**config.mk**
```make
export PLATFORM = sky130hd
export DESIGN_NAME = swr_dip_autotune_fsm_flat
export DESIGN_NICKNAME = d
export VERILOG_FILES = /design/src/sda_pkg.sv /design/src/sda_if.sv /design/src/sda_cfg_regs.sv /design/src/sda_step.sv /design/src/swr_dip_autotune_fsm.sv /design/src/flat_wrapper.sv
export SDC_FILE = /design/constraint.sdc
export NUM_CORES = 1
export LEC_CHECK = 0
export ABC_AREA = 0
export BUFFER_PORTS_ARGS = -buffer_cell sky130_fd_sc_hd__clkbuf_2
export CELL_PAD_IN_SITES_DETAIL_PLACEMENT = 1
export CELL_PAD_IN_SITES_GLOBAL_PLACEMENT = 2
export CORE_MARGIN = 2
export CORE_UTILIZATION = 30
export DETAILED_ROUTE_END_ITERATION = 16
export GPL_ROUTABILITY_DRIVEN = 0
export GPL_TIMING_DRIVEN = 1
export PLACE_DENSITY = 0.67
export SYNTH_ARGS = -nofsm -noshare
export SYNTH_HDL_FRONTEND = slang
export SYNTH_SLANG_ARGS = --single-unit
export TNS_END_PERCENT = 30
```
**constraint.sdc**
```tcl
create_clock -name clk -period 13.23 [get_ports clk]
set_input_delay 0 -clock clk [delete_from_list [all_inputs] [get_ports clk]]
set_output_delay 0 -clock clk [all_outputs]
set_load 0.05 [all_outputs]
```
**src/sda_pkg.sv**
```systemverilog
// sda_pkg: shared types, codes and helper functions for the swr dip auto-tune sequencer
// no dependencies; imported by sda_cfg_regs, sda_step, the top level and sda_checker

package sda_pkg;

  localparam int CFG_IDX_W  = 2;
  localparam int CFG_DATA_W = 16;

  // configuration register indexes
  localparam logic [CFG_IDX_W-1:0] CFG_BACKOFF_TIME = 2'd0;
  localparam logic [CFG_IDX_W-1:0] CFG_FAST_THRESH  = 2'd1;
  localparam logic [CFG_IDX_W-1:0] CFG_SLOW_THRESH  = 2'd2;
  localparam logic [CFG_IDX_W-1:0] CFG_SETTLE_DELTA = 2'd3;

  // reset values of the configuration registers
  localparam logic [15:0] RST_BACKOFF_TIME = 16'd1000;
  localparam logic [15:0] RST_FAST_THRESH  = 16'd768;
  localparam logic [15:0] RST_SLOW_THRESH  = 16'd384;
  localparam logic [15:0] RST_SETTLE_DELTA = 16'd13;

  // command codes
  localparam logic [1:0] CMD_TICK  = 2'd0;
  localparam logic [1:0] CMD_BEGIN = 2'd1;
  localparam logic [1:0] CMD_END   = 2'd2;

  // motor and run direction codes
  localparam logic [1:0] DIR_NONE = 2'd0;
  localparam logic [1:0] DIR_UP   = 2'd1;
  localparam logic [1:0] DIR_DOWN = 2'd2;

  // motor speed codes
  localparam logic [1:0] SPD_IDLE = 2'd0;
  localparam logic [1:0] SPD_FAST = 2'd1;
  localparam logic [1:0] SPD_SLOW = 2'd2;
  localparam logic [1:0] SPD_FINE = 2'd3;

  typedef enum logic [2:0] {
    ST_IDLE      = 3'd0,
    ST_BACKOFF   = 3'd1,
    ST_FAST      = 3'd2,
    ST_FAST_WAIT = 3'd3,
    ST_SLOW      = 3'd4,
    ST_SLOW_WAIT = 3'd5,
    ST_FINE      = 3'd6
  } fsm_state_t;

  typedef struct packed {
    logic [15:0] backoff_time_ms;
    logic [15:0] fast_swr_threshold;
    logic [15:0] slow_swr_threshold;
    logic [15:0] settle_swr_delta;
  } cfg_t;

  typedef struct packed {
    logic [1:0]  cmd;
    logic        tune_dir;
    logic [15:0] forward_power;
    logic [15:0] swr_sample;
    logic [31:0] now_ms;
  } item_t;

  typedef struct packed {
    logic [2:0] tune_state;
    logic [1:0] motor_dir;
    logic [1:0] motor_speed;
    logic       stop_issued;
    logic [1:0] run_dir;
  } result_t;

  function automatic logic [1:0] motor_dir_for(fsm_state_t st, logic [1:0] rd);
    logic [1:0] with_dir;
    logic [1:0] against_dir;
    logic [1:0] res;
    with_dir    = (rd == DIR_DOWN) ? DIR_DOWN : DIR_UP;
    against_dir = (rd == DIR_DOWN) ? DIR_UP : DIR_DOWN;
    case (st)
      ST_FAST, ST_FINE:    res = with_dir;
      ST_BACKOFF, ST_SLOW: res = against_dir;
      default:             res = DIR_NONE;
    endcase
    return res;
  endfunction

  function automatic logic [1:0] motor_speed_for(fsm_state_t st);
    logic [1:0] res;
    case (st)
      ST_BACKOFF, ST_FAST: res = SPD_FAST;
      ST_SLOW:             res = SPD_SLOW;
      ST_FINE:             res = SPD_FINE;
      default:             res = SPD_IDLE;
    endcase
    return res;
  endfunction

  function automatic fsm_state_t next_state(fsm_state_t st);
    fsm_state_t res;
    case (st)
      ST_BACKOFF:   res = ST_FAST;
      ST_FAST:      res = ST_FAST_WAIT;
      ST_FAST_WAIT: res = ST_SLOW;
      ST_SLOW:      res = ST_SLOW_WAIT;
      ST_SLOW_WAIT: res = ST_FINE;
      default:      res = ST_IDLE;
    endcase
    return res;
  endfunction

endpackage

```
**src/sda_if.sv**
```systemverilog
// sda_in_if / sda_out_if: valid-ready channels for sample transactions and results
// depends on nothing; the top level uses a sink of the first and a source of the second

interface sda_in_if;
  logic        valid;
  logic        ready;
  logic [1:0]  cmd;
  logic        tune_dir;
  logic [15:0] forward_power;
  logic [15:0] swr_sample;
  logic [31:0] now_ms;

  modport source (output valid, cmd, tune_dir, forward_power, swr_sample, now_ms,
                  input ready);
  modport sink   (input valid, cmd, tune_dir, forward_power, swr_sample, now_ms,
                  output ready);
endinterface

interface sda_out_if;
  logic       valid;
  logic       ready;
  logic [2:0] tune_state;
  logic [1:0] motor_dir;
  logic [1:0] motor_speed;
  logic       stop_issued;
  logic [1:0] run_dir;

  modport source (output valid, tune_state, motor_dir, motor_speed, stop_issued, run_dir,
                  input ready);
  modport sink   (input valid, tune_state, motor_dir, motor_speed, stop_issued, run_dir,
                  output ready);
endinterface

```
**src/sda_cfg_regs.sv**
```systemverilog
// sda_cfg_regs: configuration register file written through the plain write port
// depends on sda_pkg

module sda_cfg_regs
  import sda_pkg::*;
(
  input  logic                  clk,
  input  logic                  rst,
  input  logic                  cfg_we,
  input  logic [CFG_IDX_W-1:0]  cfg_index,
  input  logic [CFG_DATA_W-1:0] cfg_wdata,
  output cfg_t                  cfg
);

  always_ff @(posedge clk) begin
    if (rst) begin
      cfg.backoff_time_ms    <= RST_BACKOFF_TIME;
      cfg.fast_swr_threshold <= RST_FAST_THRESH;
      cfg.slow_swr_threshold <= RST_SLOW_THRESH;
      cfg.settle_swr_delta   <= RST_SETTLE_DELTA;
    end else if (cfg_we) begin
      case (cfg_index)
        CFG_BACKOFF_TIME: cfg.backoff_time_ms    <= cfg_wdata;
        CFG_FAST_THRESH:  cfg.fast_swr_threshold <= cfg_wdata;
        CFG_SLOW_THRESH:  cfg.slow_swr_threshold <= cfg_wdata;
        CFG_SETTLE_DELTA: cfg.settle_swr_delta   <= cfg_wdata;
        default: ;
      endcase
    end
  end

endmodule

```
**src/sda_step.sv**
```systemverilog
// sda_step: sequencer state registers and the single-pass update for one transaction
// depends on sda_pkg; fed from the input register of the top level

module sda_step
  import sda_pkg::*;
(
  input  logic    clk,
  input  logic    rst,
  input  logic    fire,
  input  item_t   item,
  input  cfg_t    cfg,
  output result_t res
);

  fsm_state_t  state, state_next;
  logic [1:0]  run_direction, run_direction_next;
  logic [31:0] backoff_start, backoff_start_next;
  logic        backoff_started, backoff_started_next;
  logic [15:0] best_swr, best_swr_next;
  logic        best_valid, best_valid_next;

  logic        stop;
  logic [31:0] start_eff;
  logic [31:0] elapsed;
  logic [15:0] thr;
  logic        rec_min;
  logic [15:0] swr_diff;

  always_ff @(posedge clk) begin
    if (rst) begin
      state           <= ST_IDLE;
      run_direction   <= DIR_NONE;
      backoff_started <= 1'b0;
      best_valid      <= 1'b0;
    end else if (fire) begin
      state           <= state_next;
      run_direction   <= run_direction_next;
      backoff_started <= backoff_started_next;
      best_valid      <= best_valid_next;
    end
  end

  // only read while the matching flag is set
  always_ff @(posedge clk) begin
    if (fire) begin
      backoff_start <= backoff_start_next;
      best_swr      <= best_swr_next;
    end
  end

  always_comb begin
    state_next           = state;
    run_direction_next   = run_direction;
    backoff_start_next   = backoff_start;
    backoff_started_next = backoff_started;
    best_swr_next        = best_swr;
    best_valid_next      = best_valid;
    stop                 = 1'b0;

    // first back-off tick latches its own time, so elapsed is zero then
    start_eff = backoff_started ? backoff_start : item.now_ms;
    elapsed   = item.now_ms - start_eff;
    thr       = (state == ST_FAST) ? cfg.fast_swr_threshold : cfg.slow_swr_threshold;
    rec_min   = (item.swr_sample <= thr) && (!best_valid || item.swr_sample <= best_swr);
    swr_diff  = (best_swr > item.swr_sample) ? best_swr - item.swr_sample
                                             : item.swr_sample - best_swr;

    case (item.cmd)
      CMD_BEGIN: begin
        backoff_started_next = 1'b0;
        state_next           = ST_BACKOFF;
        run_direction_next   = item.tune_dir ? DIR_DOWN : DIR_UP;
        best_valid_next      = 1'b0;
      end
      CMD_END: begin
        stop               = 1'b1;
        state_next         = ST_IDLE;
        run_direction_next = DIR_NONE;
      end
      CMD_TICK: begin
        if (state != ST_IDLE && item.forward_power == 16'd0) begin
          // lost rf aborts like an end command
          stop               = 1'b1;
          state_next         = ST_IDLE;
          run_direction_next = DIR_NONE;
        end else begin
          case (state)
            ST_BACKOFF: begin
              backoff_start_next   = start_eff;
              backoff_started_next = 1'b1;
              if (elapsed >= {16'd0, cfg.backoff_time_ms}) begin
                stop                 = 1'b1;
                state_next           = ST_FAST;
                best_valid_next      = 1'b0;
                backoff_started_next = 1'b0;
              end
            end
            ST_FAST, ST_SLOW, ST_FINE: begin
              if (rec_min) begin
                best_swr_next   = item.swr_sample;
                best_valid_next = 1'b1;
              end
              // a new minimum never counts as a rise
              if (best_valid && !rec_min && item.swr_sample > best_swr) begin
                stop                 = 1'b1;
                state_next           = next_state(state);
                best_valid_next      = 1'b0;
                backoff_started_next = 1'b0;
              end
            end
            ST_FAST_WAIT, ST_SLOW_WAIT: begin
              if (best_valid && swr_diff <= cfg.settle_swr_delta) begin
                state_next = next_state(state);
              end
              best_swr_next   = item.swr_sample;
              best_valid_next = 1'b1;
            end
            default: ;
          endcase
        end
      end
      default: ;
    endcase

    res.tune_state  = state_next;
    res.motor_dir   = stop ? DIR_NONE : motor_dir_for(state_next, run_direction_next);
    res.motor_speed = stop ? SPD_IDLE : motor_speed_for(state_next);
    res.stop_issued = stop;
    res.run_dir     = run_direction_next;
  end

endmodule

```
**src/swr_dip_autotune_fsm.sv**
```systemverilog
// swr dip auto-tune sequencer: an accepted sample transaction reaches its result on out_ch
// through the input register, then the single-pass update into the result register
// throughput 1 transaction per cycle; the input register advances whenever the result
// register is empty or being taken, so in_ch stalls only while both registers are full
// synchronous active-high reset: sequencer idle, no run direction, no minimum recorded,
// configuration registers back to their defaults, both pipeline registers empty
module swr_dip_autotune_fsm
  import sda_pkg::*;
(
  input  logic                  clk,
  input  logic                  rst,
  input  logic                  cfg_we,
  input  logic [CFG_IDX_W-1:0]  cfg_index,
  input  logic [CFG_DATA_W-1:0] cfg_wdata,
  sda_in_if.sink                in_ch,
  sda_out_if.source             out_ch
);

  cfg_t    cfg;
  item_t   s1_item;
  logic    s1_valid;
  logic    s1_adv;
  result_t step_res;
  result_t out_res;
  logic    out_valid;

  sda_cfg_regs u_cfg (
    .clk       (clk),
    .rst       (rst),
    .cfg_we    (cfg_we),
    .cfg_index (cfg_index),
    .cfg_wdata (cfg_wdata),
    .cfg       (cfg)
  );

  assign s1_adv      = s1_valid && (!out_valid || out_ch.ready);
  assign in_ch.ready = !s1_valid || s1_adv;

  always_ff @(posedge clk) begin
    if (rst) begin
      s1_valid <= 1'b0;
    end else if (in_ch.ready) begin
      s1_valid <= in_ch.valid;
    end
  end

  always_ff @(posedge clk) begin
    if (in_ch.valid && in_ch.ready) begin
      s1_item.cmd           <= in_ch.cmd;
      s1_item.tune_dir      <= in_ch.tune_dir;
      s1_item.forward_power <= in_ch.forward_power;
      s1_item.swr_sample    <= in_ch.swr_sample;
      s1_item.now_ms        <= in_ch.now_ms;
    end
  end

  sda_step u_step (
    .clk  (clk),
    .rst  (rst),
    .fire (s1_adv),
    .item (s1_item),
    .cfg  (cfg),
    .res  (step_res)
  );

  always_ff @(posedge clk) begin
    if (rst) begin
      out_valid <= 1'b0;
    end else if (s1_adv) begin
      out_valid <= 1'b1;
    end else if (out_ch.ready) begin
      out_valid <= 1'b0;
    end
  end

  always_ff @(posedge clk) begin
    if (s1_adv) begin
      out_res <= step_res;
    end
  end

  assign out_ch.valid       = out_valid;
  assign out_ch.tune_state  = out_res.tune_state;
  assign out_ch.motor_dir   = out_res.motor_dir;
  assign out_ch.motor_speed = out_res.motor_speed;
  assign out_ch.stop_issued = out_res.stop_issued;
  assign out_ch.run_dir     = out_res.run_dir;

endmodule

```
**src/flat_wrapper.sv**
```systemverilog
// flat-port wrapper written by rule: the top's interface ports become plain ports
module swr_dip_autotune_fsm_flat import sda_pkg::*;
  (clk, rst, cfg_we, cfg_index, cfg_wdata, in_ch_valid, in_ch_cmd, in_ch_tune_dir, in_ch_forward_power, in_ch_swr_sample, in_ch_now_ms, in_ch_ready, out_ch_valid, out_ch_tune_state, out_ch_motor_dir, out_ch_motor_speed, out_ch_stop_issued, out_ch_run_dir, out_ch_ready);
  sda_in_if in_ch_i ();
  sda_out_if out_ch_i ();
  input  logic clk;
  input  logic rst;
  input  logic cfg_we;
  input  logic [CFG_IDX_W-1:0] cfg_index;
  input  logic [CFG_DATA_W-1:0] cfg_wdata;
  input wire logic [$bits(in_ch_i.valid)-1:0] in_ch_valid;
  input wire logic [$bits(in_ch_i.cmd)-1:0] in_ch_cmd;
  input wire logic [$bits(in_ch_i.tune_dir)-1:0] in_ch_tune_dir;
  input wire logic [$bits(in_ch_i.forward_power)-1:0] in_ch_forward_power;
  input wire logic [$bits(in_ch_i.swr_sample)-1:0] in_ch_swr_sample;
  input wire logic [$bits(in_ch_i.now_ms)-1:0] in_ch_now_ms;
  output wire logic [$bits(in_ch_i.ready)-1:0] in_ch_ready;
  output wire logic [$bits(out_ch_i.valid)-1:0] out_ch_valid;
  output wire logic [$bits(out_ch_i.tune_state)-1:0] out_ch_tune_state;
  output wire logic [$bits(out_ch_i.motor_dir)-1:0] out_ch_motor_dir;
  output wire logic [$bits(out_ch_i.motor_speed)-1:0] out_ch_motor_speed;
  output wire logic [$bits(out_ch_i.stop_issued)-1:0] out_ch_stop_issued;
  output wire logic [$bits(out_ch_i.run_dir)-1:0] out_ch_run_dir;
  input wire logic [$bits(out_ch_i.ready)-1:0] out_ch_ready;
  assign in_ch_i.valid = in_ch_valid;
  assign in_ch_i.cmd = in_ch_cmd;
  assign in_ch_i.tune_dir = in_ch_tune_dir;
  assign in_ch_i.forward_power = in_ch_forward_power;
  assign in_ch_i.swr_sample = in_ch_swr_sample;
  assign in_ch_i.now_ms = in_ch_now_ms;
  assign in_ch_ready = in_ch_i.ready;
  assign out_ch_valid = out_ch_i.valid;
  assign out_ch_tune_state = out_ch_i.tune_state;
  assign out_ch_motor_dir = out_ch_i.motor_dir;
  assign out_ch_motor_speed = out_ch_i.motor_speed;
  assign out_ch_stop_issued = out_ch_i.stop_issued;
  assign out_ch_run_dir = out_ch_i.run_dir;
  assign out_ch_i.ready = out_ch_ready;
  swr_dip_autotune_fsm u_core (.clk(clk), .rst(rst), .cfg_we(cfg_we), .cfg_index(cfg_index), .cfg_wdata(cfg_wdata), .in_ch(in_ch_i), .out_ch(out_ch_i));
endmodule
```
# Yosys cells after proc, flatten, opt, wreduce, memory -nomap -nowiden
# Cells that the tools add are included.
classes:
  addsub: 3
  n_lt_le_gt_ge: 6
  eq_ne: 23
  muxes: 37
  bitwise_logic: 1
  reduce_logical: 34
ops:
  columns: ["cell", "count"]
  rows:
  - ["$le 16x16->1", 3]
  - ["$mux 16", 3]
  - ["$ge 32x16->1", 1]
  - ["$gt 16x16->1", 2]
  - ["$mux 32", 1]
  - ["$pmux 16 s2", 1]
  - ["$sub 16x16->16", 2]
  - ["$sub 32x32->32", 1]
  - ["$pmux 3 s3", 2]
  - ["$logic_not 16->1", 1]
  - ["$eq 3x3->1 const B", 5]
  - ["$mux 1", 12]
  - ["$mux 3", 4]
  - ["$pmux 2 s3", 2]
  - ["$pmux 3 s4", 1]
  - ["$pmux 1 s2", 5]
  - ["$reduce_and 5->1", 2]
  - ["$eq 3x2->1 const B", 3]
  - ["$eq 2x2->1 const B", 4]
  - ["$mux 2", 4]
  - ["$reduce_and 2->1", 4]
  - ["$reduce_or 2->1", 4]
  - ["$logic_and 1x1->1", 7]
  - ["$eq 3x1->1 const B", 2]
  - ["17 further kinds", 28]
word_totals:
  register_bits: 198
  out_inout_bits: 12
  wordCells: 126

# Depth between registers and ports, before layout
logic_depth:
  word_depth: 14
  ltp_mapped: 27
  ltp_nobuf: 26

# Modules after synthesis
# Synthesis repeated with hierarchy kept, for this count alone.
hier_totals:
  cells_unflattened: 1238
  hier_area_um2: 12507.0
by_module_without_submodules:
  columns: ["mod", "instances", "cells_per_inst", "area_per_inst_um2", "seq_area_each_um2"]
  rows:
  - ["sda_step", 1, 909, 7500.9, 1581.5]
  - ["sda_cfg_regs", 1, 242, 2590.0, 1281.2]
  - ["swr_dip_autotune_fsm", 1, 87, 2416.1, 2352.3]

# Least setup slack after synthesis
# No wires, ideal clock.
synth_timing:
  path_type: "reg2reg"
  startpoint: "register u_core.s1_item[46] in the netlist's numbering"
  endpoint: "register u_core.out_res (netlist bit u_core.out_ch.motor_dir[1]), data pin"
  setup_time_ps: 169
  t_arrival_ps: 5489
  setup_slack_ps: 7572
  stages_incl_launch_ff: 25
  period_less_slack_ps: 5658
  cell_sequence: "edfxtp_1 -> ha_1 -> clkbuf_1 -> nand4_1 -> or3_1 -> nor3_1 -> nand2_1 -> a21oi_1 -> buf_2 -> mux2_2 -> a21o_1 -> a221oi_1 -> o21ai_1 -> xor2_1 -> ha_1 -> nand2_1 -> nor3_1 -> o21ai_0 -> and3b_1 -> a21o_1 -> maj3_1 -> o211a_1 -> a21oi_4 -> or4b_1 -> o31ai_1"
synth_lines:
  columns: ["item", "line_no", "text"]
  rows:
  - ["start, declared", "swr_dip_autotune_fsm.sv:20", "item_t s1_item;"]
  - ["end signal, assigned", "swr_dip_autotune_fsm.sv:78", "out_res <= step_res;"]
  - ["end, declared", "swr_dip_autotune_fsm.sv:24", "result_t out_res;"]

==> flow_summary.json <==
{
  "status": "complete, no violations",
  "crit-reg2reg-capture": "u_core.out_ch.motor_dir[1]$_SDFFCE_PP0P_",
  "slew-limit-headroom_pct": 33.40,
  "top_layer_used": "met4",
  "critical_path.n_buffers_inverters": 1,
  "clkSlewWorstSetupHoldPaths_ns": 0.08,
  "place_ws_ns": 6.946,
  "p_per_area_nw_per_um2": 106.3,
  "worst_path_dominant_cell_family": "simple AND/OR/NAND/NOR gates",
  "yosysSeqAreaShare_pct": 43.16,
  "synthDominantCellAreaShare_pct": 31.07,
  "final_cells": 1957,
  "worst-endpoint-arrival_ns": 6.61,
  "postLayoutSetupSlackWorst_ns": 6.904,
  "async_flop_share_pct": 0,
  "minimum_clock_period_after_layout_ns": 6.326,
  "postSynthCellCount": 1258,
  "timing.setup.tns_ns": 0,
  "wl_um": 33500,
  "ir_worst_vdd_v": 0.00008330,
  "fraction_of_layout_instances_using_a_drive_strength_above_1_pct": 11.89,
  "post_synth.cell_area_avg_um2": 9.604,
  "power_leakage_nw": 5.773,
  "detailedRoute.firstPassIterationCount": 4,
  "synthToLayoutAreaGrowth_pct": 20.78,
  "post_cts_resized": 0,
  "post-route-drc-count": 0,
  "critPathSlowestCell": "sky130_fd_sc_hd__ha_1",
  "first_pass_grt_wire_length_um": 54540,
  "detailroute.via_count": 9585,
  "synth_cell_type_count": 77,
  "max_freq_mhz": 158.1,
  "cp-start-kind": "register",
  "min_path_type": "input port to register",
  "numCtsBuffers": 17,
  "min_period_over_period_pct": 47.82,
  "clock_sinks": 198,
  "cp.required_ns": 13.51,
  "number_of_enable_flip_flop_cells_after_synthesis": 125,
  "rsz0062_at_grt": "false",
  "portBuffers": 101,
  "cts_tree": "done",
  "post-route-util_pct": 36.73,
  "fp-row-count": 73,
  "synthesis.nets": 1462,
  "detail_route.iter0.violations": 468,
  "ff_latch_count_synth": 198,
  "clock_insertion_delay_worst_skew_ns": 0.46,
  "final_hold_viol_count": 0,
  "dp_hpwl_um": 24880,
  "hp-start": "cfg_index[0]",
  "clock_tree.htree_level_count": 4,
  "chip_width_um": 204.7,
  "min_to": "u_core.u_cfg.cfg[22]$_SDFFE_PP0P_",
  "cell_area_after_synthesis_um2": 12080,
  "grt_antenna_before_repair": 1,
  "critPathKind": "register to register",
  "clock_tree.buffer_depth": 2,
  "cp_cell_sequence": "ha_1 -> nand2_1 -> or3_1 -> nor3_1 -> nand2_1 -> a21oi_2 -> buf_4 -> mux2_2 -> a211o_1 -> a31oi_1 -> o21bai_1 -> xor2_1 -> ha_1 -> nand4_1 -> nor3_1 -> o21ai_0 -> and3b_1 -> a21o_1 -> maj3_1 -> o211a_1 -> a21oi_4 -> or4b_1 -> o31ai_1",
  "die_area_um2": 41890,
  "placeableCoreArea_um2": 39730,
  "worst_path_maximum_fanout": 25,
  "clock_root_buffer_master": "sky130_fd_sc_hd__clkbuf_16",
  "setup.reg_to_reg.worst_slack_ns": 6.90,
  "route.detailed.vias_per_inst": 4.898,
  "yosys_most_used_dff": "sky130_fd_sc_hd__edfxtp_1",
  "largest_net_degree_at_the_start_of_global_routing": 74,
  "synth-warning-count": 0,
  "grt_pass1_vias": 10287,
  "worstRegToRegCells": 23,
  "dpl.cell_count": 1837,
  "whs_path_depth": 5,
  "worstReg2RegStart": "u_core.s1_item[42]$_DFFE_PP_",
  "maxCapViolCount": 0,
  "layout.nets": 1621,
  "detailroute.wirelength.met3_um": 660,
  "number_of_pins_with_negative_max_slew_slack_in_the_final_report": 0,
  "crit_path_max_incr_delay_ns": 0.53,
  "final.setup_skew_ns": 0.01118,
  "drt-met1-wl_um": 16070,
  "setup.worst_path.end_class": "register",
  "setup_viol": 0,
  "wl_met2_um": 16030,
  "synth_top_cells_by_area": "sky130_fd_sc_hd__edfxtp_1 31%, sky130_fd_sc_hd__dfxtp_1 12%, sky130_fd_sc_hd__ha_1 11%",
  "num_io_pins": 102,
  "groute.usage.overall_pct": 16.52,
  "final_antenna_net_count": 0,
  "gr-total-overflow": 0,
  "synth.largest_area_cell": "sky130_fd_sc_hd__edfxtp_1",
  "chipHeight_um": 204.7,
  "initial_core_util_pct": 30.41,
  "tightestPinTransition_ns": 0.9990,
  "avgRoutedWirePerCell_um": 17.12,
  "totalPowerFinal_mw": 1.552
}
==> logic make-up (layout without fill, tap and decap cells) <==
kind of cell | count (synthesis) | in the layout | share of synthesized area, %
other | 0 | 2 | 0
flip-flops | 198 | 198 | 43.16
AO/OA/AOI/OAI | 309 | 309 | 16.73
XOR/XNOR | 32 | 32 | 2.320
multiplexers | 67 | 67 | 5.624
AND/OR/NAND/NOR | 367 | 367 | 14.59
buffers and inverters | 169 | 341 | 5.416
adder cells (fa/ha/maj) | 116 | 116 | 12.16
==> per-layer routing <==
| layer | up-vias | GRT usage [%] |
|---|---|---|
| li1 | 4844 | - |
| met1 | 4596 | 21.36 |
| met2 | 110 | 28.04 |
| met3 | 35 | 2.673 |
| met4 | 0 | 5.357 |
| met5 | - | 0 |
==> stage by stage <==
| step | hold WS, ns | cell area (um^2) |
|---|---|---|
| floorplan | 0.09887 | 12080 |
| global placement | 0.1775 | 13110 |
| detailed placement | 0.1791 | 13110 |
| CTS | 0.1165 | 14590 |
| global route | 0.1632 | 14590 |
| finish | 0.1313 | 14590 |
==> where the power goes <==
part	switching, mW	internal [mW]	leakage, nW	total (mW)
Combinational	0.169	0.123	3.70	0.292
Clock	0.264	0.304	0.292	0.568
Sequential	0.0124	0.679	1.78	0.692
Total	0.446	1.11	5.77	1.55
==> what timing repair did <==
item / in CTS / in global routing
hold buffers: 86 / 0
hold endpoints to repair: 133 / 0
setup buffers: 0 / 0
==> area by class of cell <==
class	count	area (um^2)
clock buffers	17	425.4
diodes	2	5.005
multi-input cells	891	6236
inverters	113	424.2
flip-flops and latches	198	5216
repair buffers	196	1434
clock inverters	15	195.2
well taps	525	656.9
fillers	4513	25140
==> state kept, by name (all words and copies together) (netlist names) <==
register and flops:
u_core.s1_valid 1, u_core.u_step.state 3, u_core.s1_item 67, u_core.out_ch.tune_state 3
u_core.u_step.best_swr 16, u_core.out_ch.motor_speed 2, u_core.u_cfg.cfg 64, u_core.out_ch.valid 1
u_core.u_step.backoff_started 1, u_core.u_step.run_direction 2, u_core.out_ch.motor_dir 2, u_core.u_step.backoff_start 32
u_core.u_step.best_valid 1, u_core.out_ch.run_dir 2, u_core.out_ch.stop_issued 1
==> cell usage in the layout, fill, tap and decap left out, drive strengths merged, types with 5 or more instances in the layout <==
master	count
edfxtp	125
a2111oi	6
buf	9
ha	111
a211oi	11
xor2	15
nand3	16
a21o	31
o21bai	9
xnor2	17
dlygate4sd3	86
mux2i	60
nand2b	5
nand2	174
nor4	9
nor2	55
a211o	11
a21oi	118
a221oi	5
nor2b	11
o221ai	7
a31oi	5
inv	118
and4	5
o211ai	17
nand4	27
o21a	18
nor3b	7
o21ai	41
nor3	17
dfxtp	73
mux2	7
and2	10
clkbuf	118
nand3b	7
==> how the worst max path moves through the flow <==
stage / from / endpoint / slack, ns / depth (start not counted)
after detailed placement: u_core.s1_item[42]$_DFFE_PP_ / u_core.out_ch.motor_dir[1]$_SDFFCE_PP0P_ / 6.95 / 23
after CTS: u_core.s1_item[42]$_DFFE_PP_ / u_core.out_ch.motor_dir[1]$_SDFFCE_PP0P_ / 6.92 / 23
after global routing: u_core.s1_item[42]$_DFFE_PP_ / u_core.out_ch.motor_dir[1]$_SDFFCE_PP0P_ / 6.45 / 24
final: u_core.s1_item[42]$_DFFE_PP_ / u_core.out_ch.motor_dir[1]$_SDFFCE_PP0P_ / 6.90 / 23
after floorplan: u_core.s1_item[46]$_DFFE_PP_ / u_core.out_ch.motor_dir[1]$_SDFFCE_PP0P_ / 7.57 / 24
after global placement: u_core.s1_item[45]$_DFFE_PP_ / u_core.out_ch.motor_dir[1]$_SDFFCE_PP0P_ / 7.13 / 23
==> synthesized netlist by cell type, types with 11 or more instances <==
master	number
sky130_fd_sc_hd__dfxtp_1	73
sky130_fd_sc_hd__inv_1	113
sky130_fd_sc_hd__edfxtp_1	125
sky130_fd_sc_hd__nand2_1	174
sky130_fd_sc_hd__nand3_1	16
sky130_fd_sc_hd__a21oi_1	116
sky130_fd_sc_hd__xor2_1	15
sky130_fd_sc_hd__a21o_1	31
sky130_fd_sc_hd__clkbuf_1	41
sky130_fd_sc_hd__nor3_1	17
sky130_fd_sc_hd__ha_1	111
sky130_fd_sc_hd__mux2i_1	60
sky130_fd_sc_hd__o21ai_0	39
sky130_fd_sc_hd__nor2_1	55
sky130_fd_sc_hd__a211o_1	11
sky130_fd_sc_hd__o21a_1	17
sky130_fd_sc_hd__o211ai_1	16
sky130_fd_sc_hd__nor2b_1	11
sky130_fd_sc_hd__xnor2_1	17
sky130_fd_sc_hd__nand4_1	26
==> worst reg2reg max path, delay by kind of cell (launching register included) <==
family                   cells  cell delay (ns)
AND/OR/NAND/NOR              8             1.84
AO/OA/AOI/OAI                9             1.82
adder cells (fa/ha/maj)      3             1.20
flip-flops                   1             0.44
multiplexers                 1             0.38
buffers and inverters        1             0.32
XOR/XNOR                     1             0.16
Power figures use the tool's default switching activity.
